$ cat config.mk
export PLATFORM = sky130hd
export DESIGN_NAME = addressable_latch_keyboard_scanner
export DESIGN_NICKNAME = d
export VERILOG_FILES = /design/src/rtl/alks_pkg.sv /design/src/rtl/addressable_latch_keyboard_scanner.sv /design/src/rtl/alks_ctrl.sv /design/src/rtl/alks_dp.sv
export SDC_FILE = /design/constraint.sdc
export NUM_CORES = 1
export LEC_CHECK = 0
export BUFFER_PORTS_ARGS = -buffer_cell sky130_fd_sc_hd__buf_4
export CAP_MARGIN = 20
export CORE_UTILIZATION = 50
export DETAILED_ROUTE_END_ITERATION = 16
export GPL_ROUTABILITY_DRIVEN = 0
export PLACE_DENSITY = 0.81
export SKIP_CTS_REPAIR_TIMING = 1
export SLEW_MARGIN = 0
export SYNTH_ARGS = -nofsm -noshare
export SYNTH_HDL_FRONTEND = slang
export SYNTH_HIERARCHICAL = 1
export SYNTH_SLANG_ARGS = --single-unit
$ cat constraint.sdc
create_clock -name clk -period 3 [get_ports clk]
set_input_delay 0.6 -clock clk [delete_from_list [all_inputs] [get_ports clk]]
set_output_delay 0.6 -clock clk [all_outputs]
set_load 0.01 [all_outputs]
$ cat src/rtl/alks_pkg.sv
`timescale 1ns / 1ps

package alks_pkg;

	// Item action codes
	localparam logic [2:0] ACT_WR_A  = 3'd0;
	localparam logic [2:0] ACT_WR_B  = 3'd1;
	localparam logic [2:0] ACT_RD_A  = 3'd2;
	localparam logic [2:0] ACT_RD_B  = 3'd3;
	localparam logic [2:0] ACT_KEY   = 3'd4;
	localparam logic [2:0] ACT_TICK  = 3'd5;

	// Defaults and fixed limits
	localparam int KEY_COLUMNS_DEF      = 16;
	localparam int MAX_TICK_HALF_CYCLES = 7;

	// Latch bit positions
	localparam int LATCH_SOUND = 0;
	localparam int LATCH_SCAN  = 3;
	localparam int LATCH_SHIFT = 6;
	localparam int LATCH_CAPS  = 7;

	// Port read values
	localparam logic [7:0] RD_A_SCAN = 8'hff;
	localparam logic [7:0] RD_A_KEY  = 8'h80;
	localparam logic [7:0] RD_B      = 8'h3f;
	localparam logic [7:0] CA2_MASK  = 8'hfe;

	// Screen base per latch bits 5..4
	localparam logic [14:0] VBASE_0 = 15'h4000;
	localparam logic [14:0] VBASE_1 = 15'h6000;
	localparam logic [14:0] VBASE_2 = 15'h3000;
	localparam logic [14:0] VBASE_3 = 15'h5800;

	// Controller to datapath
	typedef struct packed {
		logic load;      // capture input item
		logic exec;      // apply item to state
		logic emit;      // load status result into output register
		logic step;      // load scan step result into output register
		logic sel_step;  // column read follows step column
	} cmd_t;

	// Datapath to controller
	typedef struct packed {
		logic out_free;   // output register can take a result
		logic tick_steps; // tick item moves the scan column
		logic last_step;  // one step left
	} sts_t;

endpackage

$ cat src/rtl/addressable_latch_keyboard_scanner.sv
`timescale 1ns / 1ps
// Peripheral port latch and keyboard scanner.
// Input channel (in_valid/in_ready): one item per transfer; action selects
// port A write, latch write through port B, port A read, port B read,
// key change or time tick. Output channel (out_valid/out_ready): result
// items, the final one of an item flagged by last.
// Each item is captured into the item registers, applied to the state in the
// exec state, and its result is loaded into the output register in the emit
// state once the register is free. A tick that moves the scan column gives one
// result per column step (up to four), one per cycle while the output is free.
// The controller sequencer handles one item at a time; the key matrix has a
// single column read port shared by reads, CA2 and scan steps.
// A new item is taken while the previous final result still waits in the
// output register. When the receiver stalls, result generation holds until
// the output register empties; no result is dropped.
// Reset clears latch, port A and scan counter and sets row 0 of key
// columns 7, 8 and 9; the block is ready on the first cycle after reset.
module addressable_latch_keyboard_scanner #(
	parameter int KEY_COLUMNS = alks_pkg::KEY_COLUMNS_DEF
) (
	input  logic        clk,
	input  logic        arst_n,
	input  logic        in_valid,
	output logic        in_ready,
	input  logic [2:0]  action,
	input  logic [7:0]  data,
	input  logic [6:0]  key_code,
	input  logic        pressed,
	input  logic [2:0]  tick_halves,
	output logic        out_valid,
	input  logic        out_ready,
	output logic [7:0]  read_data,
	output logic        key_seen,
	output logic        sound_strobe,
	output logic [7:0]  sound_data,
	output logic [14:0] screen_base,
	output logic        caps_lamp,
	output logic        shift_lamp,
	output logic        last
);
	import alks_pkg::*;

	cmd_t cmd;
	sts_t sts;

	alks_ctrl u_ctrl (
		.clk      (clk),
		.arst_n   (arst_n),
		.in_valid (in_valid),
		.in_ready (in_ready),
		.sts      (sts),
		.cmd      (cmd)
	);

	alks_dp #(
		.KEY_COLUMNS (KEY_COLUMNS)
	) u_dp (
		.clk          (clk),
		.arst_n       (arst_n),
		.cmd          (cmd),
		.sts          (sts),
		.action       (action),
		.data         (data),
		.key_code     (key_code),
		.pressed      (pressed),
		.tick_halves  (tick_halves),
		.out_valid    (out_valid),
		.out_ready    (out_ready),
		.read_data    (read_data),
		.key_seen     (key_seen),
		.sound_strobe (sound_strobe),
		.sound_data   (sound_data),
		.screen_base  (screen_base),
		.caps_lamp    (caps_lamp),
		.shift_lamp   (shift_lamp),
		.last         (last)
	);

endmodule

$ cat src/rtl/alks_ctrl.sv
`timescale 1ns / 1ps

module alks_ctrl (
	input  logic           clk,
	input  logic           arst_n,
	input  logic           in_valid,
	output logic           in_ready,
	input  alks_pkg::sts_t sts,
	output alks_pkg::cmd_t cmd
);
	import alks_pkg::*;

	localparam logic [1:0] ST_IDLE = 2'd0;
	localparam logic [1:0] ST_EXEC = 2'd1;
	localparam logic [1:0] ST_EMIT = 2'd2;
	localparam logic [1:0] ST_STEP = 2'd3;

	logic [1:0] state_q;
	logic [1:0] state_d;

	assign in_ready = (state_q == ST_IDLE);

	// Next state and commands
	always_comb begin
		state_d      = state_q;
		cmd          = '0;
		case (state_q)
			ST_IDLE: begin
				if (in_valid) begin
					cmd.load = 1'b1;
					state_d  = ST_EXEC;
				end
			end
			ST_EXEC: begin
				cmd.exec = 1'b1;
				state_d  = sts.tick_steps ? ST_STEP : ST_EMIT;
			end
			ST_EMIT: begin
				if (sts.out_free) begin
					cmd.emit = 1'b1;
					state_d  = ST_IDLE;
				end
			end
			ST_STEP: begin
				cmd.sel_step = 1'b1;
				if (sts.out_free) begin
					cmd.step = 1'b1;
					if (sts.last_step) begin
						state_d = ST_IDLE;
					end
				end
			end
			default: begin
				state_d = ST_IDLE;
			end
		endcase
	end

	always_ff @(posedge clk or negedge arst_n) begin
		if (!arst_n) begin
			state_q <= ST_IDLE;
		end else begin
			state_q <= state_d;
		end
	end

endmodule

$ cat src/rtl/alks_dp.sv
`timescale 1ns / 1ps

module alks_dp #(
	parameter int KEY_COLUMNS = alks_pkg::KEY_COLUMNS_DEF
) (
	input  logic           clk,
	input  logic           arst_n,
	input  alks_pkg::cmd_t cmd,
	output alks_pkg::sts_t sts,
	input  logic [2:0]     action,
	input  logic [7:0]     data,
	input  logic [6:0]     key_code,
	input  logic           pressed,
	input  logic [2:0]     tick_halves,
	output logic           out_valid,
	input  logic           out_ready,
	output logic [7:0]     read_data,
	output logic           key_seen,
	output logic           sound_strobe,
	output logic [7:0]     sound_data,
	output logic [14:0]    screen_base,
	output logic           caps_lamp,
	output logic           shift_lamp,
	output logic           last
);
	import alks_pkg::*;

	localparam int IW = (KEY_COLUMNS > 1) ? $clog2(KEY_COLUMNS) : 1;

	// Item registers
	logic [2:0] act_q;
	logic [7:0] data_q;
	logic [6:0] key_q;
	logic       pressed_q;
	logic [2:0] half_q;

	// Architectural state
	logic [7:0] latch_q;
	logic [7:0] porta_q;
	logic [4:0] scan_q;
	logic [7:0] keys_q [KEY_COLUMNS];

	// Per-item working registers
	logic [7:0] rd_q;
	logic       strobe_q;
	logic [7:0] sdata_q;
	logic [3:0] col_q;
	logic [2:0] steps_q;

	// Output register
	logic        out_valid_q;
	logic [7:0]  out_rd_q;
	logic        out_seen_q;
	logic        out_strobe_q;
	logic [7:0]  out_sdata_q;
	logic [14:0] out_vbase_q;
	logic        out_caps_q;
	logic        out_shift_q;
	logic        out_last_q;

	logic [3:0]  cur_col;
	logic [3:0]  rd_addr;
	logic        rd_ok;
	logic [7:0]  col_bits;
	logic        ca2;
	logic [7:0]  mask;
	logic [7:0]  latch_nw;
	logic        key_ok;
	logic [2:0]  half_sat;
	logic [5:0]  scan_sum;
	logic [4:0]  steps_w;
	logic [14:0] vbase;

	// Single column read port
	assign cur_col  = latch_q[LATCH_SCAN] ? scan_q[4:1] : porta_q[3:0];
	assign rd_addr  = cmd.exec ? porta_q[3:0] : (cmd.sel_step ? col_q : cur_col);
	assign rd_ok    = ({1'b0, rd_addr} < 5'(KEY_COLUMNS));
	assign col_bits = rd_ok ? keys_q[rd_addr[IW-1:0]] : 8'h00;
	assign ca2      = |(col_bits & CA2_MASK);

	// Latch write
	assign mask     = 8'(1) << data_q[2:0];
	assign latch_nw = (latch_q & ~mask) | (data_q[3] ? mask : 8'h00);

	// Key change target
	assign key_ok = ({1'b0, key_q[3:0]} < 5'(KEY_COLUMNS));

	// Scan step count
	assign half_sat = ({1'b0, half_q} > 4'(MAX_TICK_HALF_CYCLES))
		? 3'(MAX_TICK_HALF_CYCLES) : half_q;
	assign scan_sum = {1'b0, scan_q} + {3'b000, half_sat};
	assign steps_w  = scan_sum[5:1] - {1'b0, scan_q[4:1]};

	always_comb begin
		case (latch_q[5:4])
			2'd0:    vbase = VBASE_0;
			2'd1:    vbase = VBASE_1;
			2'd2:    vbase = VBASE_2;
			default: vbase = VBASE_3;
		endcase
	end

	assign sts.out_free   = !out_valid_q || out_ready;
	assign sts.tick_steps = (act_q == ACT_TICK) && latch_q[LATCH_SCAN] && (steps_w != 5'd0);
	assign sts.last_step  = (steps_q == 3'd1);

	// Input capture
	always_ff @(posedge clk) begin
		if (cmd.load) begin
			act_q     <= action;
			data_q    <= data;
			key_q     <= key_code;
			pressed_q <= pressed;
			half_q    <= tick_halves;
		end
	end

	// Control-side state
	always_ff @(posedge clk or negedge arst_n) begin
		if (!arst_n) begin
			latch_q <= 8'h00;
			porta_q <= 8'h00;
			scan_q  <= 5'd0;
		end else if (cmd.exec) begin
			case (act_q)
				ACT_WR_A: porta_q <= data_q;
				ACT_WR_B: latch_q <= latch_nw;
				ACT_TICK: begin
					if (latch_q[LATCH_SCAN]) begin
						scan_q <= scan_sum[4:0];
					end
				end
				default: begin
				end
			endcase
		end
	end

	// Key matrix, one register per column
	for (genvar c = 0; c < KEY_COLUMNS; c++) begin : g_col
		localparam logic [7:0] RST = (c >= 7 && c <= 9) ? 8'h01 : 8'h00;
		always_ff @(posedge clk or negedge arst_n) begin
			if (!arst_n) begin
				keys_q[c] <= RST;
			end else if (cmd.exec && act_q == ACT_KEY && key_ok
				&& key_q[IW-1:0] == IW'(c)) begin
				keys_q[c][key_q[6:4]] <= pressed_q;
			end
		end
	end

	// Per-item results and step walk
	always_ff @(posedge clk) begin
		if (cmd.exec) begin
			rd_q     <= 8'h00;
			strobe_q <= 1'b0;
			sdata_q  <= 8'h00;
			col_q    <= scan_q[4:1] + 4'd1;
			steps_q  <= steps_w[2:0];
			case (act_q)
				ACT_WR_B: begin
					if (latch_q[LATCH_SOUND] && !latch_nw[LATCH_SOUND]) begin
						strobe_q <= 1'b1;
						sdata_q  <= porta_q;
					end
				end
				ACT_RD_A: begin
					if (latch_q[LATCH_SCAN]) begin
						rd_q <= RD_A_SCAN;
					end else begin
						rd_q <= col_bits[porta_q[6:4]] ? RD_A_KEY : 8'h00;
					end
				end
				ACT_RD_B: rd_q <= RD_B;
				default: begin
				end
			endcase
		end else if (cmd.step) begin
			col_q   <= col_q + 4'd1;
			steps_q <= steps_q - 3'd1;
		end
	end

	// Output register valid
	always_ff @(posedge clk or negedge arst_n) begin
		if (!arst_n) begin
			out_valid_q <= 1'b0;
		end else if (cmd.emit || cmd.step) begin
			out_valid_q <= 1'b1;
		end else if (out_ready) begin
			out_valid_q <= 1'b0;
		end
	end

	// Output register payload
	always_ff @(posedge clk) begin
		if (cmd.emit || cmd.step) begin
			out_rd_q     <= cmd.emit ? rd_q : 8'h00;
			out_seen_q   <= ca2;
			out_strobe_q <= cmd.emit ? strobe_q : 1'b0;
			out_sdata_q  <= cmd.emit ? sdata_q : 8'h00;
			out_vbase_q  <= vbase;
			out_caps_q   <= latch_q[LATCH_CAPS];
			out_shift_q  <= latch_q[LATCH_SHIFT];
			out_last_q   <= cmd.emit || sts.last_step;
		end
	end

	assign out_valid    = out_valid_q;
	assign read_data    = out_rd_q;
	assign key_seen     = out_seen_q;
	assign sound_strobe = out_strobe_q;
	assign sound_data   = out_sdata_q;
	assign screen_base  = out_vbase_q;
	assign caps_lamp    = out_caps_q;
	assign shift_lamp   = out_shift_q;
	assign last         = out_last_q;

endmodule

==> results of run 1 <==
==> cells by family (layout without fill, tap and decap cells) <==
family | count (synthesis) | after routing | share of synthesized area
DFF | 211 | 211 | 0.519
buffers and inverters | 84 | 150 | 0.0418
other | 1 | 11 | 0.000348
AOI/OAI and AO/OA | 74 | 74 | 0.0515
and+or+nand+nor | 375 | 375 | 0.161
xor gates and xnor gates | 7 | 7 | 0.00570
muxes | 199 | 199 | 0.202
adders and majority gates | 15 | 15 | 0.0188
==> worst max-delay path, delay by kind of cell, from the launching register on <==
| family | cells | cell delay [ns] |
|---|---|---|
| buffers and inverters | 1 | 0.19 |
| AOI/OAI and AO/OA | 4 | 0.97 |
| DFF | 1 | 0.39 |
| and+or+nand+nor | 3 | 0.65 |
| muxes | 2 | 0.49 |
==> sequential cells by signal, indices dropped and copies added (netlist names), 2 cells and up, named ones only <==
register / cells
u_dp/keys_q: 128
u_dp/data_q: 8
u_dp/porta_q: 8
u_dp/sdata_q: 8
u_dp/sound_data: 8
u_dp/key_q: 7
u_dp/scan_q: 5
u_dp/col_q: 4
u_dp/screen_base: 4
u_dp/act_q: 3
u_dp/half_q: 3
u_dp/rd_q: 3
u_dp/read_data: 3
u_dp/steps_q: 3
u_ctrl/state_q: 2
==> per-layer routing <==
metal | part of all wire | track usage
met5 | 0 | 0
met2 | 0.48 | 0.384
met1 | 0.41 | 0.299
met4 | 0.040 | 0.0887
met3 | 0.063 | 0.0359
==> cells in the final DEF (no fill, tap or decap), types with 11 or more instances in the layout <==
cell type	n
mux2i_1	55
inv_1	16
dfrtp_1	147
edfxtp_1	61
nand3_1	22
nand2b_1	11
nor2_1	124
ha_1	12
conb_1	11
and2_1	24
o21ai_0	11
mux2_2	143
clkbuf_16	23
nand2_1	130
a21oi_1	19
buf_4	85
==> stage by stage <==
step	cell area (um^2)	std cells	setup WS [ns]
4_1_cts	12300	1316	-0.188
2_1_floorplan	10800	976	0.101
3_5_place_dp	11500	1275	-0.171
3_3_place_gp	11500	1275	0.0917
6_report	12300	1317	0.134
5_1_grt	12300	1317	-0.00187
==> path summary, 6_finish.rpt <==
kind                                         from              end
worst max-delay path            u_ctrl/state_q[1]     u_dp/rd_q[7]
min in group clk                          data[1]   u_dp/data_q[1]
worst min register to register          flip-flop  u_dp/shift_lamp
worst max register to register  u_ctrl/state_q[1]     u_dp/rd_q[7]
worst min-delay path                       arst_n  u_dp/keys_q[45]
max in group asynchronous                  arst_n  u_dp/porta_q[6]
==> area by class of cell <==
type	count	area [um^2]	area share
inverters	16	60.1	0.00487
repair buffers	93	785	0.0636
well taps	275	344	0.0279
multi-input cells	681	4850	0.393
clock buffers	33	643	0.0521
clock inverters	8	68.8	0.00558
flip-flops and latches	211	5590	0.453
==> power by group through the flow <==
stage	combinational, W	clock [W]	sequential (W)
after global placement	0.00366	0	0.00385
after CTS	0.00375	0.00273	0.00383
after detailed placement	0.00372	0	0.00388
after global routing	0.00415	0.00285	0.00388
after floorplan	0.00252	0	0.00383
final	0.00388	0.00267	0.00383
==> impl_metrics.csv, run 1 <==
group,metric,value,unit
setup_path,max_stage_delay,0.39,ns
setup_path,start_kind,"flip-flop",
grt,grt_pass1_vias,7513,
synth,yosysWarnings,6,
synth,ys_types,68,
setup_path,cp_max_fo,36,
route,initialDrtViolationCount,659,
sta,slew_violations,0,
pwr,switching_share,0.354,
clocking,cts_inserted_buffers,23,
clocking,worstSkewPairLatency,0.50,ns
setup_path,worstPathCellList,"and2b_2 > and3b_1 > a211o_2 > buf_12 > mux2i_1 > mux2i_1 > nand2_1 > a311oi_1 > o41ai_2 > a21oi_1",
outcome,run_status,"finished clean",
synth,synthTopCellsByCount,"dfrtp_1 (147), mux2_2 (143), nand2_1 (130)",
floorplanning,initial_utilization,0.510,
route,vias,7568,
cells_and_area,drive_gt1_frac,0.296,
clocking,cts-htree-levels,1,
floorplanning,die_w,149,um
clocking,path_clk_slew,0.06,ns
floorplanning,core_area,21100,um^2
pwr,leakage,5.42,nW
clocking,cts.path.max_buffers,3,
setup_path,worstPathArrival,3.22,ns
route,drt-total-wl,24600,um
sta,tns,0,ns
clocking,clkSinkCount,211,
sta,fin_crit,2.87,ns
floorplanning,ios,64,
pwr,pwr-share-seq,0.369,
place,port_buffers,52,
synth,yosysTopAreaCell,"dfrtp_1",
pwr,peakVddDrop,0.579,mV
synth,netlist_instances,966,
setup_path,crit_path_end_kind,"flip-flop",
floorplanning,fp.dieH,149,um
pwr,total_power,0.0104,W
min_path,hp-class,"input port to asynchronous set/reset pin",
pwr,clock_power_share,0.257,
grt,grt_pass1_wl,39400,um
clocking,root_buffer,"clkbuf_16",
grt,track_usage,0.229,
floorplanning,rows,53,
setup_path,crit_required,3.35,ns
cells_and_area,fillers,1683,
cells_and_area,final_nets,1067,
synth,avgSynthCellArea,11.1,um^2
grt,overflow,0,
pwr,power_switching,0.00368,W
sta,rsz0062_at_grt,"true",
synth,async_flop_share,0.711,
synth,synth_top_area_frac,0.342,
route,viasPerCell,5.75,
place,dp_hpwl,16200,um
setup_path,r2r_slack,0.13,ns
job,max-cap-violations,0,
synth,synth_edf_count,61,
pwr,power_density,842,nW/um^2
cells_and_area,synthToLayoutAreaGrowth,14.6,%
sta,slew_headroom,0.402,
sta,finClkSkew,0.0101,ns
clocking,cts_tree,"built",
synth,synth_area,10800,um^2
synth,ys_seq_area_frac,0.519,
sta,max_freq,349,MHz
sta,worstMarginPinSlew,0.897,ns
sta,fin_crit_sh,0.955,
setup_path,crit_type,"flip-flop to flip-flop",
pwr,internal-power,0.00670,W
sta,whs,0.0116,ns
sta,finalSetupViolCount,0,
synth,synth_area_leaders,"dfrtp_1 (34%), edfxtp_1 (17%), mux2_2 (15%)",
cells_and_area,antenna_cells,0,
setup_path,crit_slowest_cell,"dfrtp_1",
synth,yosysMostFrequentCell,"dfrtp_1",
route,postRouteAntennaNets,0,
route,wl_per_cell,18.6,um
floorplanning,dieArea,22100,um^2
grt,grt_max_degree,102,
setup_path,r2r_cells,10,
cells_and_area,fin_util,0.585,
setup_path,crit_top_cell,"mux2i_1",
pwr,pwr-share-comb,0.373,
sta,finalHoldViolCount,0,
route,drcViolationCount,0,
synth,ys_ff_latch,211,
synth,synth_top_flop_cell,"dfrtp_1",
route,dr.pass1.iters,6,
grt,antenna_found_initial,0,
Power figures use the tool's default switching activity.
==> inputs of run 2 (changes only) <==
--- a/config.mk
+++ b/config.mk
@@ -5,6 +5,7 @@
 export SDC_FILE = /design/constraint.sdc
 export NUM_CORES = 1
 export LEC_CHECK = 0
+export ABC_AREA = 1
 export BUFFER_PORTS_ARGS = -buffer_cell sky130_fd_sc_hd__buf_4
 export CAP_MARGIN = 20
 export CORE_UTILIZATION = 50
==> run 2 against run 1 <==
- critical path type unchanged
- sequential power rose by 2%
- sequential cell count did not move
- worst hold slack improved by 0.026 ns
==> impl_metrics.csv, run 2 <==
group,metric,value,unit
pwr,power_density,982,nW/um^2
synth,synth-simple-area-share,0.205,
synth,synth_top_family_by_area,"simple AND/OR/NAND/NOR gates",
synth,synth_top_area_frac,0.345,
floorplanning,die_w,148,um
route,vias,9040,
pwr,peakVddDrop,0.589,mV
setup_path,cp_max_fo,4,
cells_and_area,final_cell_mix,"nand2_1 (212), inv_1 (163), nand3_1 (148)",
sta,fin_crit_sh,0.943,
clocking,root_buffer,"clkbuf_16",
pwr,leakage,5.57,nW
floorplanning,rows,53,
synth,yosysTopAreaCell,"dfrtp_1",
setup_path,r2r_cells,15,
synth,synth_edf_count,61,
grt,grt_pass1_vias,8457,
floorplanning,fp.dieH,148,um
route,drcViolationCount,0,
route,viasPerCell,5.75,
outcome,run_status,"finished clean",
synth,synth_top_flop_cell,"dfrtp_1",
pwr,pwr-share-seq,0.327,
floorplanning,initial_utilization,0.508,
sta,finalSetupViolCount,0,
synth,async_flop_share,0.711,
clocking,cts_inserted_buffers,23,
pwr,pwr-share-comb,0.425,
synth,synthTopCellsByCount,"nand2_1 (212), inv_1 (164), nand3_1 (148)",
sta,slew_violations,0,
grt,track_usage,0.250,
sta,whs,0.0376,ns
sta,worstMarginPinSlew,0.907,ns
cells_and_area,final_nets,1322,
job,max-cap-violations,0,
synth,ys_seq_area_frac,0.525,
route,wl_per_cell,17.0,um
place,dp_hpwl,17400,um
clocking,path_clk_slew,0.06,ns
route,postRouteAntennaNets,0,
route,dr.pass1.iters,8,
setup_path,crit_start,"u_dp/scan_q[1]",
setup_path,reg2reg_from,"u_dp/scan_q[1]",
synth,yosysWarnings,6,
setup_path,rr_endpoint,"u_ctrl/state_q[0]",
synth,synthMuxAreaShare,0.00106,
pwr,power_switching,0.00484,W
cells_and_area,drive_gt1_frac,0.128,
cells_and_area,largest_reg_flops,128,
setup_path,crit_required,3.41,ns
synth,synth_xor_xnor_area_share,0.00658,
sta,finClkSkew,0.0208,ns
synth,ys_ff_latch,211,
clocking,worstSkewPairLatency,0.52,ns
setup_path,crit_type,"flip-flop to flip-flop",
route,initialDrtViolationCount,895,
pwr,switching_share,0.405,
synth,synth_compound_area_frac,0.138,
cells_and_area,synthToLayoutAreaGrowth,14.3,%
setup_path,r2r_slack,0.17,ns
synth,yosysMostFrequentCell,"nand2_1",
cells_and_area,final_cell_area,12200,um^2
floorplanning,dieArea,21900,um^2
synth,avgSynthCellArea,8.59,um^2
pwr,clock_power_share,0.248,
route,drt-total-wl,26800,um
pwr,internal-power,0.00712,W
clocking,cts_tree,"built",
grt,grt_max_degree,113,
setup_path,worstPathArrival,3.24,ns
floorplanning,core_area,21000,um^2
sta,slew_headroom,0.394,
setup_path,crit_path_end_kind,"flip-flop",
sta,max_freq,353,MHz
synth,ys_types,42,
grt,antenna_found_initial,0,
setup_path,start_kind,"flip-flop",
clocking,cts.path.max_buffers,3,
grt,grt_pass1_wl,43400,um
min_path,hp-class,"input port to asynchronous set/reset pin",
cells_and_area,fin_util,0.581,
synth,netlist_instances,1240,
synth,synth_area,10700,um^2
cells_and_area,antenna_cells,0,
cells_and_area,top_register,"u_dp/keys_q",
sta,finalHoldViolCount,0,
cells_and_area,layout_commonest_cell,"nand2_1",
setup_path,crit_path_end,"u_ctrl/state_q[0]",
place,dpl-instance-area,11400,um^2
synth,synth_area_leaders,"dfrtp_1 (35%), edfxtp_1 (17%), nand2_1 (7.5%)",
place,port_buffers,52,
floorplanning,ios,64,
clocking,clkSinkCount,211,
grt,overflow,0,
synth,synthAdderAreaFrac,0.0190,
clocking,cts-htree-levels,1,
sta,fin_crit,2.83,ns
## run 2: cell types whose count changed after synthesis, moves of 25 or more
cell | before | now
nand3_1 | 22 | 148
a31oi_1 | 3 | 90
nand2_1 | 130 | 212
mux2i_1 | 56 | 0
o21ai_0 | 13 | 45
a21oi_1 | 20 | 118
nand3b_1 | 3 | 28
mux2_2 | 143 | 1
nor2_1 | 124 | 64
inv_1 | 16 | 164
## run 2: layout make-up
cell class              instances  area [um^2]
multi-input cells             780         4030
clock inverters                13          180
repair buffers                 95          779
clock buffers                  29          618
flip-flops and latches        211         5590
well taps                     275          344
fillers                      1756         8780
inverters                     170          642
## run 2: kinds of logic (layout without fill, tap and decap cells)
| kind of cell | Yosys count | after routing |
|---|---|---|
| muxes | 1 | 1 |
| adders and majority gates | 15 | 15 |
| DFF | 211 | 211 |
| other | 1 | 11 |
| buffers and inverters | 259 | 307 |
| xor gates and xnor gates | 8 | 8 |
| and+or+nand+nor | 480 | 480 |
| AOI/OAI and AO/OA | 265 | 265 |
## run 2: stage by stage
step           worst slack (ns)  power, W  setup TNS, ns  instances
3_5_place_dp              0.267   0.00887              0       1531
4_1_cts                   0.236    0.0119              0       1573
5_1_grt                 -0.0482    0.0127        -0.0482       1573
6_report                  0.171    0.0120              0       1573
3_3_place_gp              0.383   0.00874              0       1531
2_1_floorplan             0.527   0.00741              0       1250
## run 2: routing by layer
layer / up-vias / track usage / wire length, um
met4: 0 / 0.0943 / 698
met3: 71 / 0.0515 / 2630
met2: 516 / 0.399 / 12500
met1: 4232 / 0.336 / 11000
met5: - / 0 / 0
li1: 4221 / - / -
## run 2: worst max-delay path, cell delays in order, from the launching register on
cell and delay, ns:
dfrtp_1 0.40, inv_1 0.13, fa_1 0.45, xnor2_1 0.31, inv_1 0.11, fa_1 0.40, inv_1 0.09, nand2_1 0.06
a21oi_1 0.16, a21oi_1 0.07, o21ai_0 0.12, a41oi_1 0.15, nor2_1 0.12, nor2_1 0.04, nand2_1 0.06, nand2_1 0.04
## run 2: power by group through the flow
stage | registers [W] | clock network (W) | logic [W]
after detailed placement | 0.00395 | 0 | 0.00492
after floorplan | 0.00393 | 0 | 0.00348
after CTS | 0.00391 | 0.00301 | 0.00496
final | 0.00391 | 0.00296 | 0.00509
after global routing | 0.00396 | 0.00314 | 0.00557
after global placement | 0.00394 | 0 | 0.00480
## run 2: worst min path at each step
stage	end	from	slack, ns	cells past startpoint
final	u_dp/keys_q[110]	arst_n	0.04	1
after CTS	u_dp/keys_q[110]	arst_n	0.06	1
after global placement	u_dp/shift_lamp	flip-flop	0.44	0
after detailed placement	u_dp/caps_lamp	flip-flop	0.45	0
after global routing	u_dp/scan_q[1]	arst_n	0.08	1
after floorplan	u_ctrl/state_q[0]	arst_n	0.30	0
==> inputs of run 3 (changes only) <==
--- a/config.mk
+++ b/config.mk
@@ -11,7 +11,7 @@
 export CORE_UTILIZATION = 50
 export DETAILED_ROUTE_END_ITERATION = 16
 export GPL_ROUTABILITY_DRIVEN = 0
-export PLACE_DENSITY = 0.81
+export PLACE_DENSITY = 0.69
 export SKIP_CTS_REPAIR_TIMING = 1
 export SLEW_MARGIN = 0
 export SYNTH_ARGS = -nofsm -noshare
==> run 3 against run 2 <==
- maximum frequency rose by 3.7%
- clock skew fell by 0.0082 ns
- via count down 2.5%
- worst hold slack better by 0.042 ns
- critical path type unchanged
- critical endpoint is now u_dp/keys_q[35]
- largest cell class unchanged
==> impl_metrics.csv, run 3 (synthesis results as in run 2) <==
group,metric,value,unit
cells_and_area,finalNonFillerCells,1573,
cells_and_area,final_cell_area,12200,um^2
setup_path,reg2reg_from,"u_ctrl/state_q[1]",
route,vias,8814,
sta,fin_crit,2.73,ns
setup_path,r2r_slack,0.27,ns
cells_and_area,top_register,"u_dp/keys_q",
cells_and_area,final_cell_mix,"nand2_1 (212), inv_1 (163), nand3_1 (148)",
sta,finalHoldViolCount,0,
job,max-cap-violations,0,
sta,tns,0,ns
setup_path,crit_type,"flip-flop to flip-flop",
place,dp.cells,1529,
clocking,root_buffer,"clkbuf_16",
floorplanning,rows,53,
floorplanning,core_area,21000,um^2
route,drcViolationCount,0,
clocking,cts_inserted_buffers,24,
setup_path,max_stage_delay,0.53,ns
route,dr.pass1.iters,6,
sta,rsz0062_at_grt,"false",
setup_path,r2r_cells,11,
sta,fin_crit_sh,0.909,
grt,grt_max_degree,113,
place,dpl-instance-area,11400,um^2
place,dp_hpwl,17200,um
setup_path,crit_required,3.39,ns
floorplanning,dieArea,21900,um^2
sta,slew_violations,0,
setup_path,crit_slowest_cell,"nor2_1",
clocking,clkSinkCount,211,
route,initialDrtViolationCount,777,
grt,grt_pass1_wl,43600,um
setup_path,worstPathArrival,3.12,ns
pwr,leakage,5.58,nW
sta,whs,0.0795,ns
setup_path,worstPathCellList,"inv_1 > nand2_1 > inv_1 > buf_4 > nand3_1 > inv_1 > nand3_1 > nor2_1 > nand2_1 > nor2_1 > a21oi_1",
setup_path,crit_path_end_kind,"flip-flop",
cells_and_area,antenna_cells,0,
clocking,cts_tree,"built",
grt,antenna_found_initial,0,
cells_and_area,drive_gt1_frac,0.126,
route,drt-total-wl,26500,um
sta,slew_headroom,0.521,
setup_path,start_kind,"flip-flop",
floorplanning,initial_utilization,0.508,
cells_and_area,final_nets,1321,
setup_path,rr_endpoint,"u_dp/keys_q[35]",
sta,max_freq,367,MHz
floorplanning,ios,64,
cells_and_area,largest_reg_flops,128,
floorplanning,die_w,148,um
grt,grt_pass1_vias,8397,
cells_and_area,layout_commonest_cell,"nand2_1",
route,wl_per_cell,16.9,um
route,viasPerCell,5.60,
grt,track_usage,0.250,
clocking,path_clk_slew,0.06,ns
sta,worstMarginPinSlew,0.718,ns
min_path,hp-class,"input port to asynchronous set/reset pin",
pwr,power_density,982,nW/um^2
setup_path,cp_max_fo,14,
clocking,cts.path.max_buffers,3,
clocking,cts-htree-levels,1,
pwr,peakVddDrop,0.551,mV
floorplanning,fp.dieH,148,um
sta,finClkSkew,0.0126,ns
route,postRouteAntennaNets,0,
grt,overflow,0,
sta,finalSetupViolCount,0,
place,port_buffers,52,
clocking,worstSkewPairLatency,0.52,ns
setup_path,crit_top_cell,"inv_1",
cells_and_area,synthToLayoutAreaGrowth,14.5,%
outcome,run_status,"finished clean",
## run 3: cell types whose count changed in the layout (fill, tap and decap cells not counted), moves of 2 or more
cell       before  now
clkbuf_16      23   26
nor3_4          3    5
nor3_2          5    3
clkinv_1        1    3
clkinv_2        4    6
buf_4          89   86
bufinv_16       4    2
## run 3: worst max path at each step
stage | start | end
finish | u_ctrl/state_q[1] | u_dp/keys_q[35]
global route | u_dp/scan_q[0] | u_ctrl/state_q[0]
CTS | u_dp/scan_q[1] | u_ctrl/state_q[0]
detailed placement | u_dp/scan_q[1] | u_ctrl/state_q[0]
global placement | u_dp/scan_q[1] | u_ctrl/state_q[0]
floorplan | u_dp/scan_q[0] | u_ctrl/state_q[0]
## run 3: critical path, delay by kind of cell, from the launching register on
family	cells	cell delay, ns
AND/OR/NAND/NOR	6	1.33
buffers and inverters	4	0.77
flip-flops	1	0.43
AO/OA/AOI/OAI	1	0.07
## run 3: layout make-up
type | instances | area (um^2)
multi-input cells | 780 | 4040
fillers | 1872 | 8760
clock inverters | 12 | 113
clock buffers | 32 | 693
inverters | 170 | 642
well taps | 275 | 344
repair buffers | 93 | 777
flip-flops and latches | 211 | 5590
## run 3: report_power, final
group	switching (W)	leakage, nW	internal [W]
combinational	0.00333	2.55	0.00176
clock	0.00116	0.396	0.00179
sequential	0.000318	2.64	0.00361
## run 3: metrics by stage
| stage | setup WS [ns] | power [W] | utilization |
|---|---|---|---|
| after floorplan | 0.527 | 0.00741 | - |
| after detailed placement | 0.272 | 0.00895 | 0.543 |
| after CTS | 0.244 | 0.0119 | 0.582 |
| final | 0.273 | 0.0120 | 0.582 |
| after global routing | 0.0111 | 0.0127 | 0.582 |
| after global placement | 0.341 | 0.00887 | 0.543 |
## run 3: routing by layer
| metal | wire length [um] | vias to the layer above | global-route usage |
|---|---|---|---|
| met2 | 12400 | 357 | 0.408 |
| met4 | 773 | 0 | 0.0876 |
| met5 | 0 | - | 0 |
| met3 | 2050 | 56 | 0.0358 |
| met1 | 11300 | 4185 | 0.342 |
| li1 | - | 4216 | - |
